<file path="src/agac_pkg.sv">
// Shared types, constants and helper functions for the affine-gap alignment cell.
// Used by the register block, the cell arithmetic and the top level; depends on nothing.
`timescale 1ns / 1ps

package agac_pkg;

   localparam int SCORE_BITS      = 16;
   localparam int CHAR_BITS       = 8;
   localparam int CHAR_FIELD_BITS = 8;
   localparam int COST_BITS       = 8;
   localparam int CSR_INDEX_BITS  = 3;

   typedef logic signed [SCORE_BITS-1:0] score_type;
   typedef logic signed [SCORE_BITS:0]   sum_type;
   typedef logic signed [COST_BITS-1:0]  cost_type;
   typedef logic [CHAR_FIELD_BITS-1:0]   char_type;

   typedef enum logic [2:0] {
      TRACE_PAD       = 3'd0,
      TRACE_DIAG      = 3'd1,
      TRACE_LEFT_OPEN = 3'd2,
      TRACE_LEFT_EXT  = 3'd3,
      TRACE_UP_OPEN   = 3'd4,
      TRACE_UP_EXT    = 3'd5
   } trace_type;

   typedef enum logic [CSR_INDEX_BITS-1:0] {
      CSR_LOCAL_MODE       = 3'd0,
      CSR_GAP_OPEN         = 3'd1,
      CSR_GAP_EXTEND       = 3'd2,
      CSR_MATCH_BONUS      = 3'd3,
      CSR_MISMATCH_PENALTY = 3'd4
   } csr_index_type;

   typedef struct packed {
      logic     local_mode;
      cost_type gap_open;
      cost_type gap_extend;
      cost_type match_bonus;
      cost_type mismatch_penalty;
   } cfg_type;

   typedef struct packed {
      char_type  ref_char;
      char_type  query_char;
      score_type above_score;
      score_type left_score;
      score_type diag_score;
      score_type up_vertical_gap;
      score_type left_horizontal_gap;
   } item_type;

   typedef struct packed {
      score_type cell_score;
      score_type vertical_gap;
      score_type horizontal_gap;
      trace_type trace_code;
   } result_type;

   // Score plus cost, saturated at the signed score range.
   function automatic score_type sat_add(score_type a, cost_type b);
      sum_type s;
      s = sum_type'(a) + sum_type'(b);
      if (s[SCORE_BITS] != s[SCORE_BITS-1]) begin
         return {s[SCORE_BITS], {(SCORE_BITS-1){~s[SCORE_BITS]}}};
      end
      return s[SCORE_BITS-1:0];
   endfunction

endpackage

</file>
<file path="src/agac_csr.sv">
// Configuration registers of the alignment cell: gap costs, match costs and mode.
// Depends on agac_pkg for the register index codes and the configuration struct.
`timescale 1ns / 1ps

module agac_csr (
   input  logic                                  clock,
   input  logic                                  reset,
   input  logic                                  csr_valid,
   output logic                                  csr_ready,
   input  logic [agac_pkg::CSR_INDEX_BITS-1:0]   csr_index,
   input  logic [agac_pkg::COST_BITS-1:0]        csr_data,
   output agac_pkg::cfg_type                     cfg
);
   import agac_pkg::*;

   cfg_type cfg_ff;
   cfg_type cfg_in;

   assign csr_ready = 1'b1;
   assign cfg       = cfg_ff;

   always_comb begin
      cfg_in = cfg_ff;
      if (csr_valid) begin
         case (csr_index_type'(csr_index))
            CSR_LOCAL_MODE:       cfg_in.local_mode       = csr_data[0];
            CSR_GAP_OPEN:         cfg_in.gap_open         = cost_type'(csr_data);
            CSR_GAP_EXTEND:       cfg_in.gap_extend       = cost_type'(csr_data);
            CSR_MATCH_BONUS:      cfg_in.match_bonus      = cost_type'(csr_data);
            CSR_MISMATCH_PENALTY: cfg_in.mismatch_penalty = cost_type'(csr_data);
            default:              cfg_in = cfg_ff;
         endcase
      end
   end

   always_ff @(posedge clock) begin
      if (reset) begin
         cfg_ff.local_mode       <= 1'b0;
         cfg_ff.gap_open         <= cost_type'(-2);
         cfg_ff.gap_extend       <= cost_type'(-1);
         cfg_ff.match_bonus      <= cost_type'(1);
         cfg_ff.mismatch_penalty <= cost_type'(-1);
      end else begin
         cfg_ff <= cfg_in;
      end
   end

endmodule

</file>
<file path="src/agac_calc.sv">
// Cell arithmetic: saturating sums, gap maxima, best score, traceback and clamp.
// Purely combinational; depends on agac_pkg for types and the saturating add.
`timescale 1ns / 1ps

module agac_calc (
   input  agac_pkg::cfg_type    cfg,
   input  agac_pkg::item_type   item,
   output agac_pkg::result_type result
);
   import agac_pkg::*;

   logic [CHAR_BITS-1:0] rc;
   logic [CHAR_BITS-1:0] qc;
   score_type a1, a2, a3, a4;
   score_type iy, ix, gap, dg, best;
   cost_type  sub_cost;
   trace_type tb;

   assign rc = item.ref_char[CHAR_BITS-1:0];
   assign qc = item.query_char[CHAR_BITS-1:0];

   assign sub_cost = (qc == rc) ? cfg.match_bonus : cfg.mismatch_penalty;

   assign a1 = sat_add(item.left_score, cfg.gap_open);
   assign a2 = sat_add(item.left_horizontal_gap, cfg.gap_extend);
   assign a3 = sat_add(item.above_score, cfg.gap_open);
   assign a4 = sat_add(item.up_vertical_gap, cfg.gap_extend);
   assign dg = sat_add(item.diag_score, sub_cost);

   assign iy   = (a1 > a2) ? a1 : a2;
   assign ix   = (a3 > a4) ? a3 : a4;
   assign gap  = (iy > ix) ? iy : ix;
   assign best = (gap > dg) ? gap : dg;

   // The diagonal wins ties; among gaps the first equal term in order wins.
   always_comb begin
      if (best == dg) begin
         tb = TRACE_DIAG;
      end else if (best == a1) begin
         tb = TRACE_LEFT_OPEN;
      end else if (best == a2) begin
         tb = TRACE_LEFT_EXT;
      end else if (best == a3) begin
         tb = TRACE_UP_OPEN;
      end else begin
         tb = TRACE_UP_EXT;
      end
   end

   always_comb begin
      if (qc == '0) begin
         result.cell_score     = '0;
         result.vertical_gap   = '0;
         result.horizontal_gap = '0;
         result.trace_code     = TRACE_PAD;
      end else begin
         result.cell_score     = (cfg.local_mode && best < 0) ? score_type'(0) : best;
         result.vertical_gap   = ix;
         result.horizontal_gap = iy;
         result.trace_code     = tb;
      end
   end

endmodule

</file>
<file path="src/affine_gap_align_cell.sv">
// Top level of the affine-gap alignment cell: input register, cell arithmetic, result register.
// Depends on agac_pkg, agac_csr and agac_calc.
`timescale 1ns / 1ps
//
//   Channel   Direction   Handshake            Beat contents
//   req_      in          req_valid/req_stall  two characters, three scores, two gap scores
//   rsp_      out         rsp_valid/rsp_stall  cell score, two gap scores, trace code
//   csr_      in          csr_valid/csr_ready  register index and 8-bit write data
//
// Each beat passes through the input register and then the result register, with the whole
// cell computation between them.
// A new beat can be accepted every cycle while req_stall is low; throughput is one beat per clock.
// Synchronous reset empties both stages and loads the default costs in global mode.
// A stall on the result side holds the result register, and req_stall rises only once
// both the input register and the result register are full.

module affine_gap_align_cell (
   input  logic                                 clock,
   input  logic                                 reset,

   input  logic                                 req_valid,
   output logic                                 req_stall,
   input  agac_pkg::char_type                   req_ref_char,
   input  agac_pkg::char_type                   req_query_char,
   input  agac_pkg::score_type                  req_above_score,
   input  agac_pkg::score_type                  req_left_score,
   input  agac_pkg::score_type                  req_diag_score,
   input  agac_pkg::score_type                  req_up_vertical_gap,
   input  agac_pkg::score_type                  req_left_horizontal_gap,

   output logic                                 rsp_valid,
   input  logic                                 rsp_stall,
   output agac_pkg::score_type                  rsp_cell_score,
   output agac_pkg::score_type                  rsp_vertical_gap,
   output agac_pkg::score_type                  rsp_horizontal_gap,
   output agac_pkg::trace_type                  rsp_trace_code,

   input  logic                                 csr_valid,
   output logic                                 csr_ready,
   input  logic [agac_pkg::CSR_INDEX_BITS-1:0]  csr_index,
   input  logic [agac_pkg::COST_BITS-1:0]       csr_data
);
   import agac_pkg::*;

   cfg_type    cfg;
   item_type   item_ff;
   item_type   item_in;
   logic       item_valid_ff;
   logic       item_valid_in;
   result_type result;
   result_type result_ff;
   result_type result_in;
   logic       result_valid_ff;
   logic       result_valid_in;
   logic       result_load;
   logic       item_load;

   agac_csr u_csr (
      .clock     (clock),
      .reset     (reset),
      .csr_valid (csr_valid),
      .csr_ready (csr_ready),
      .csr_index (csr_index),
      .csr_data  (csr_data),
      .cfg       (cfg)
   );

   agac_calc u_calc (
      .cfg    (cfg),
      .item   (item_ff),
      .result (result)
   );

   // The result register can take a new value when it is empty or being drained this cycle.
   // The input register moves forward whenever the result register can take its content.
   assign result_load = !result_valid_ff || !rsp_stall;
   assign item_load   = !item_valid_ff || result_load;
   assign req_stall   = !item_load;

   always_comb begin
      item_in       = item_ff;
      item_valid_in = item_valid_ff;
      if (item_load) begin
         item_valid_in               = req_valid;
         item_in.ref_char            = req_ref_char;
         item_in.query_char          = req_query_char;
         item_in.above_score         = req_above_score;
         item_in.left_score          = req_left_score;
         item_in.diag_score          = req_diag_score;
         item_in.up_vertical_gap     = req_up_vertical_gap;
         item_in.left_horizontal_gap = req_left_horizontal_gap;
      end
   end

   always_comb begin
      result_in       = result_ff;
      result_valid_in = result_valid_ff;
      if (result_load) begin
         result_valid_in = item_valid_ff;
         result_in       = result;
      end
   end

   always_ff @(posedge clock) begin
      if (reset) begin
         item_valid_ff   <= 1'b0;
         result_valid_ff <= 1'b0;
      end else begin
         item_valid_ff   <= item_valid_in;
         result_valid_ff <= result_valid_in;
      end
   end

   // Payload registers carry no reset; the valid flags qualify them.
   always_ff @(posedge clock) begin
      item_ff   <= item_in;
      result_ff <= result_in;
   end

   assign rsp_valid          = result_valid_ff;
   assign rsp_cell_score     = result_ff.cell_score;
   assign rsp_vertical_gap   = result_ff.vertical_gap;
   assign rsp_horizontal_gap = result_ff.horizontal_gap;
   assign rsp_trace_code     = result_ff.trace_code;

`ifndef SYNTHESIS
   // Input side only stalls when both stages hold a beat and the output is blocked.
   a_stall_only_when_full: assert property (@(posedge clock) disable iff (reset)
      req_stall |-> (item_valid_ff && result_valid_ff && rsp_stall))
      else $error("input stalled while a stage was free");

   // A padding trace code only ever comes with all scores zero.
   a_pad_zero: assert property (@(posedge clock) disable iff (reset)
      (rsp_valid && rsp_trace_code == TRACE_PAD) |->
         (rsp_cell_score == '0 && rsp_vertical_gap == '0 && rsp_horizontal_gap == '0))
      else $error("padding result with nonzero score");

   // For a real cell the main score is at least each gap score.
   a_score_dominates: assert property (@(posedge clock) disable iff (reset)
      (rsp_valid && rsp_trace_code != TRACE_PAD) |->
         (rsp_cell_score >= rsp_vertical_gap && rsp_cell_score >= rsp_horizontal_gap))
      else $error("cell score below a gap score");

   // A beat accepted into an empty pipeline reaches the output through the input and result registers.
   a_latency: assert property (@(posedge clock) disable iff (reset)
      (req_valid && !req_stall && !item_valid_ff && !result_valid_ff) |=> ##1 rsp_valid)
      else $error("accepted beat did not reach the result register");

   // Trace code stays within the defined codes.
   a_trace_range: assert property (@(posedge clock) disable iff (reset)
      rsp_valid |-> (rsp_trace_code <= TRACE_UP_EXT))
      else $error("trace code out of range");
`endif

endmodule

</file>
<file path="config.mk">
export PLATFORM = sky130hd
export DESIGN_NAME = affine_gap_align_cell
export DESIGN_NICKNAME = d
export VERILOG_FILES = /design/src/agac_pkg.sv /design/src/agac_csr.sv /design/src/agac_calc.sv /design/src/affine_gap_align_cell.sv
export SDC_FILE = /design/constraint.sdc
export NUM_CORES = 1
export LEC_CHECK = 0
export BUFFER_PORTS_ARGS = -buffer_cell sky130_fd_sc_hd__buf_4
export CORE_ASPECT_RATIO = 2
export CORE_UTILIZATION = 40
export CTS_CLUSTER_SIZE = 25
export DETAILED_ROUTE_END_ITERATION = 8
export PLACE_DENSITY = 0.6
export SLEW_MARGIN = 10
export SYNTH_ARGS = -nofsm -noshare
export SYNTH_HDL_FRONTEND = slang
export SYNTH_SLANG_ARGS = --single-unit
</file>
<file path="constraint.sdc">
create_clock -name clock -period 10.1 [get_ports clock]
set_input_delay 2.02 -clock clock [delete_from_list [all_inputs] [get_ports clock]]
set_output_delay 2.02 -clock clock [all_outputs]
set_load 0.005 [all_outputs]
</file>
==> run_results.csv <==
group,metric,value,unit
clock_tree,cts-htree-levels,4,
finish,final_common_cell,"buf_4",
power_and_ir_drop,ir_drop,0.321,mV
place,dp_hpwl,49200,um
place,gp_congestion,1.03,
setup_path,worst_setup_ep_type,"flip-flop",
logic_synthesis,synthXorXnorAreaFrac,0.0675,
die,core,35900,um^2
clock_tree,tritoncts,"built",
routing,antenna_left,0,
setup_path,required,10.32,ns
sta,worst-slew-pin-transition,1.02,ns
clock_tree,cts-buffers-inserted,17,
run_status,outcome,"finished, final reports clean",
routing,drt-wirelength-per-cell,22.4,um
finish,synthToLayoutAreaGrowth,43.0,%
logic_synthesis,yosys.area_share.simple,0.176,
setup_path,cp_max_fo,8,
sta,number_of_slew_limit_violations_in_the_final_report,0,
routing,vias_after_detailed_routing,14800,
clock_tree,worstSkewPairLatency,0.48,ns
clock_tree,cts.hold.buffers_added,0,
logic_synthesis,synth_area_per_cell,9.22,um^2
power_and_ir_drop,sequentialPowerShare,0.124,
power_and_ir_drop,total_power_density_per_cell_area,415,nW/um^2
logic_synthesis,synthesis.instances,1590,
global_routing,grt_max_degree,71,
logic_synthesis,synth_edf_count,147,
routing,drt_pre_antenna_iters,5,
setup_path,timing.critical_path.slowest_stage_cell,"o311ai_0",
sta,final.min_clock_period,9.77,ns
clock_tree,tritoncts_num_sinks,182,
logic_synthesis,yosysUniqueCellTypes,95,
die,pin_count,166,
routing,drtIter0Drc,791,
sta,tns,0,ns
power_and_ir_drop,power_report.internal_total,4.71,mW
power_and_ir_drop,power.share.switching,0.459,
sta,final.period_utilization,0.967,
power_and_ir_drop,power.share.combinational,0.791,
logic_synthesis,synth_top_family_by_area,"compound AO/OA/AOI/OAI gates",
routing,drc,0,
logic_synthesis,area_fraction_in_compound_gates_after_synthesis,0.217,
logic_synthesis,synth-adder-area-share,0.139,
die,row_count,98,
die,initial_core_util,0.408,
logic_synthesis,postSynthRegisterBits,182,
finish,instances_no_fill,2628,
setup_path,timing.critical_path.from_type,"flip-flop",
place,buffer_ports.inserted,164,
place,dp_cells,2571,
power_and_ir_drop,total_switching_power,4.00,mW
global_routing,groute.usage.overall,0.323,
power_and_ir_drop,total_leakage_power,9.22,nW
logic_synthesis,async_reset_ff_frac,0,
setup_path,timing.critical_path.slowest_cell_delay,0.74,ns
routing,postRouteWirelength,58800,um
finish,drive_gt1_frac,0.363,
global_routing,grt_overflow_total,0,
logic_synthesis,muxShareOfSynthArea,0.0175,
logic_synthesis,synth_flop_cell,"edfxtp_1",
finish,num-nets-final,2431,
sta,clock_skew,0.0205,ns
sta,hold_violations,0,
die,die_area,37500,um^2
setup_path,worstPathArrival,9.99,ns
global_routing,grt_antenna_before_repair,0,
routing,via_per_inst,5.64,
min_path,holdCritPathClass,"reg -> reg",
global_routing,grt_pass1_vias,15300,
logic_synthesis,mappedNetlistNets,1856,
logic_synthesis,synth-warning-count,0,
sta,max_freq,102,MHz
global_routing,grt_first_pass_wirelength,87600,um
run,max_cap_violations,0,
sta,setup_violations,0,
finish,layout.cells.most_common_list,"buf_4, edfxtp_1, nand2_1",
finish,count_of_inserted_antenna_diode_cells,0,
die,chipWidth,137,um
clock_tree,ctsLongestPathBuffers,2,
power_and_ir_drop,pwr-share-clk,0.085,
sta,timing.max_slew.rel_slack,0.317,
clock_tree,clk_root_buffer_cell,"clkbuf_16",
setup_path,timing.setup.critical_path_class,"reg -> reg",
die,chipHeight,273,um
place,post-place-ws,-0.883,ns
clock_tree,clkTransAtPathRegs,0.09,ns
sta,fin_ws,0.331,ns
logic_synthesis,syn_area,14700,um^2
logic_synthesis,synth_seq_area_share,0.349,
-- layer usage --
metal	up-vias	track usage	wire length (um)	part of all wire
li1	7148	-	-	-
met1	7063	0.314	20400	0.35
met2	417	0.587	31200	0.53
met3	189	0.0397	1740	0.030
met4	0	0.275	5400	0.092
met5	-	0	0	0
-- worst max-delay path, delay by kind of cell, from the launching register on --
kind            cells  cell delay (ns)
compound gates     20             4.15
simple gates       11             2.14
fa+ha+maj           5             1.36
buf+inv             7             1.00
flops               1             0.43
mux                 1             0.23
xor+xnor            1             0.19
-- cells by family (layout without fill, tap and decap cells) --
logic type      after synthesis  in the layout
xor+xnor                    113            113
simple gates                513            513
other cells                   1              1
fa+ha+maj                   162            162
buf+inv                     122            710
flops                       182            182
compound gates              474            474
mux                          23             23
-- flip-flops by register name, indices dropped and copies added, names as in the netlist --
| signal | count |
|---|---|
| u_csr.cfg | 33 |
| rsp_trace_code | 3 |
| item_valid_ff | 1 |
| rsp_vertical_gap | 16 |
| rsp_horizontal_gap | 16 |
| item_ff | 96 |
| rsp_valid | 1 |
| rsp_cell_score | 16 |
-- power groups by stage --
stage / combinational [mW] / clock, mW / sequential, mW
final: 6.89 / 0.738 / 1.08
after floorplan: 2.82 / 0 / 1.10
after global routing: 7.32 / 0.777 / 1.10
after CTS: 6.39 / 0.752 / 1.08
after global placement: 6.20 / 0 / 1.09
after detailed placement: 6.21 / 0 / 1.10
-- cell type report --
cell class                      instances  area, um^2
Fill cell                            3271       15000
Sequential cell                       182        5120
Inverter                               66         248
Timing Repair Buffer                  612        4670
Clock buffer                           17         425
Tap cell                              450         563
Multi-Input combinational cell       1286        9720
Clock inverter                         15         219
-- stage by stage --
step	hold slack, ns	power (mW)	instance area [um^2]	utilization
global route	0.471	9.19	21000	0.584
detailed placement	0.447	7.31	19500	0.542
floorplan	0.432	3.92	14700	-
global placement	0.441	7.30	19500	0.542
finish	0.459	8.70	21000	0.584
CTS	0.461	8.22	20300	0.565
-- cell usage after synthesis, drive strengths merged (24+ instances only) --
cell type  number  share of area
ha            149           0.13
edfxtp        147           0.30
a21oi         144          0.050
nand2         144          0.037
nor2          118          0.030
o21ai          81          0.028
xnor2          72          0.043
inv            65          0.017
nand3          41          0.014
xor2           41          0.024
clkbuf         40          0.010
a21o           38          0.019
dfxtp          35          0.048
nand4          28          0.012
nor2b          27          0.012
o211ai         26          0.014
o21a           26          0.013
nor3           24         0.0089
-- timing repair --
action | 4_1_cts | 5_1_grt
pin swaps | 9 | 43
resized for setup | 29 | 114
gates cloned | 0 | 1
buffers inserted | 4 | 20
endpoints found under the setup margin | 18 | 19
-- final timing paths --
| path | start | to | slack, ns | depth (start not counted) |
|---|---|---|---|---|
| min | u_csr.cfg[14] | u_csr.cfg[14] | 0.46 | 2 |
| max | item_ff[1] | rsp_trace_code[2] | 0.33 | 45 |
| max reg2reg | item_ff[1] | rsp_trace_code[2] | 0.33 | 45 |
| min reg2reg | u_csr.cfg[14] | u_csr.cfg[14] | 0.46 | 2 |
No activity file was read; power rests on OpenSTA's default activity.
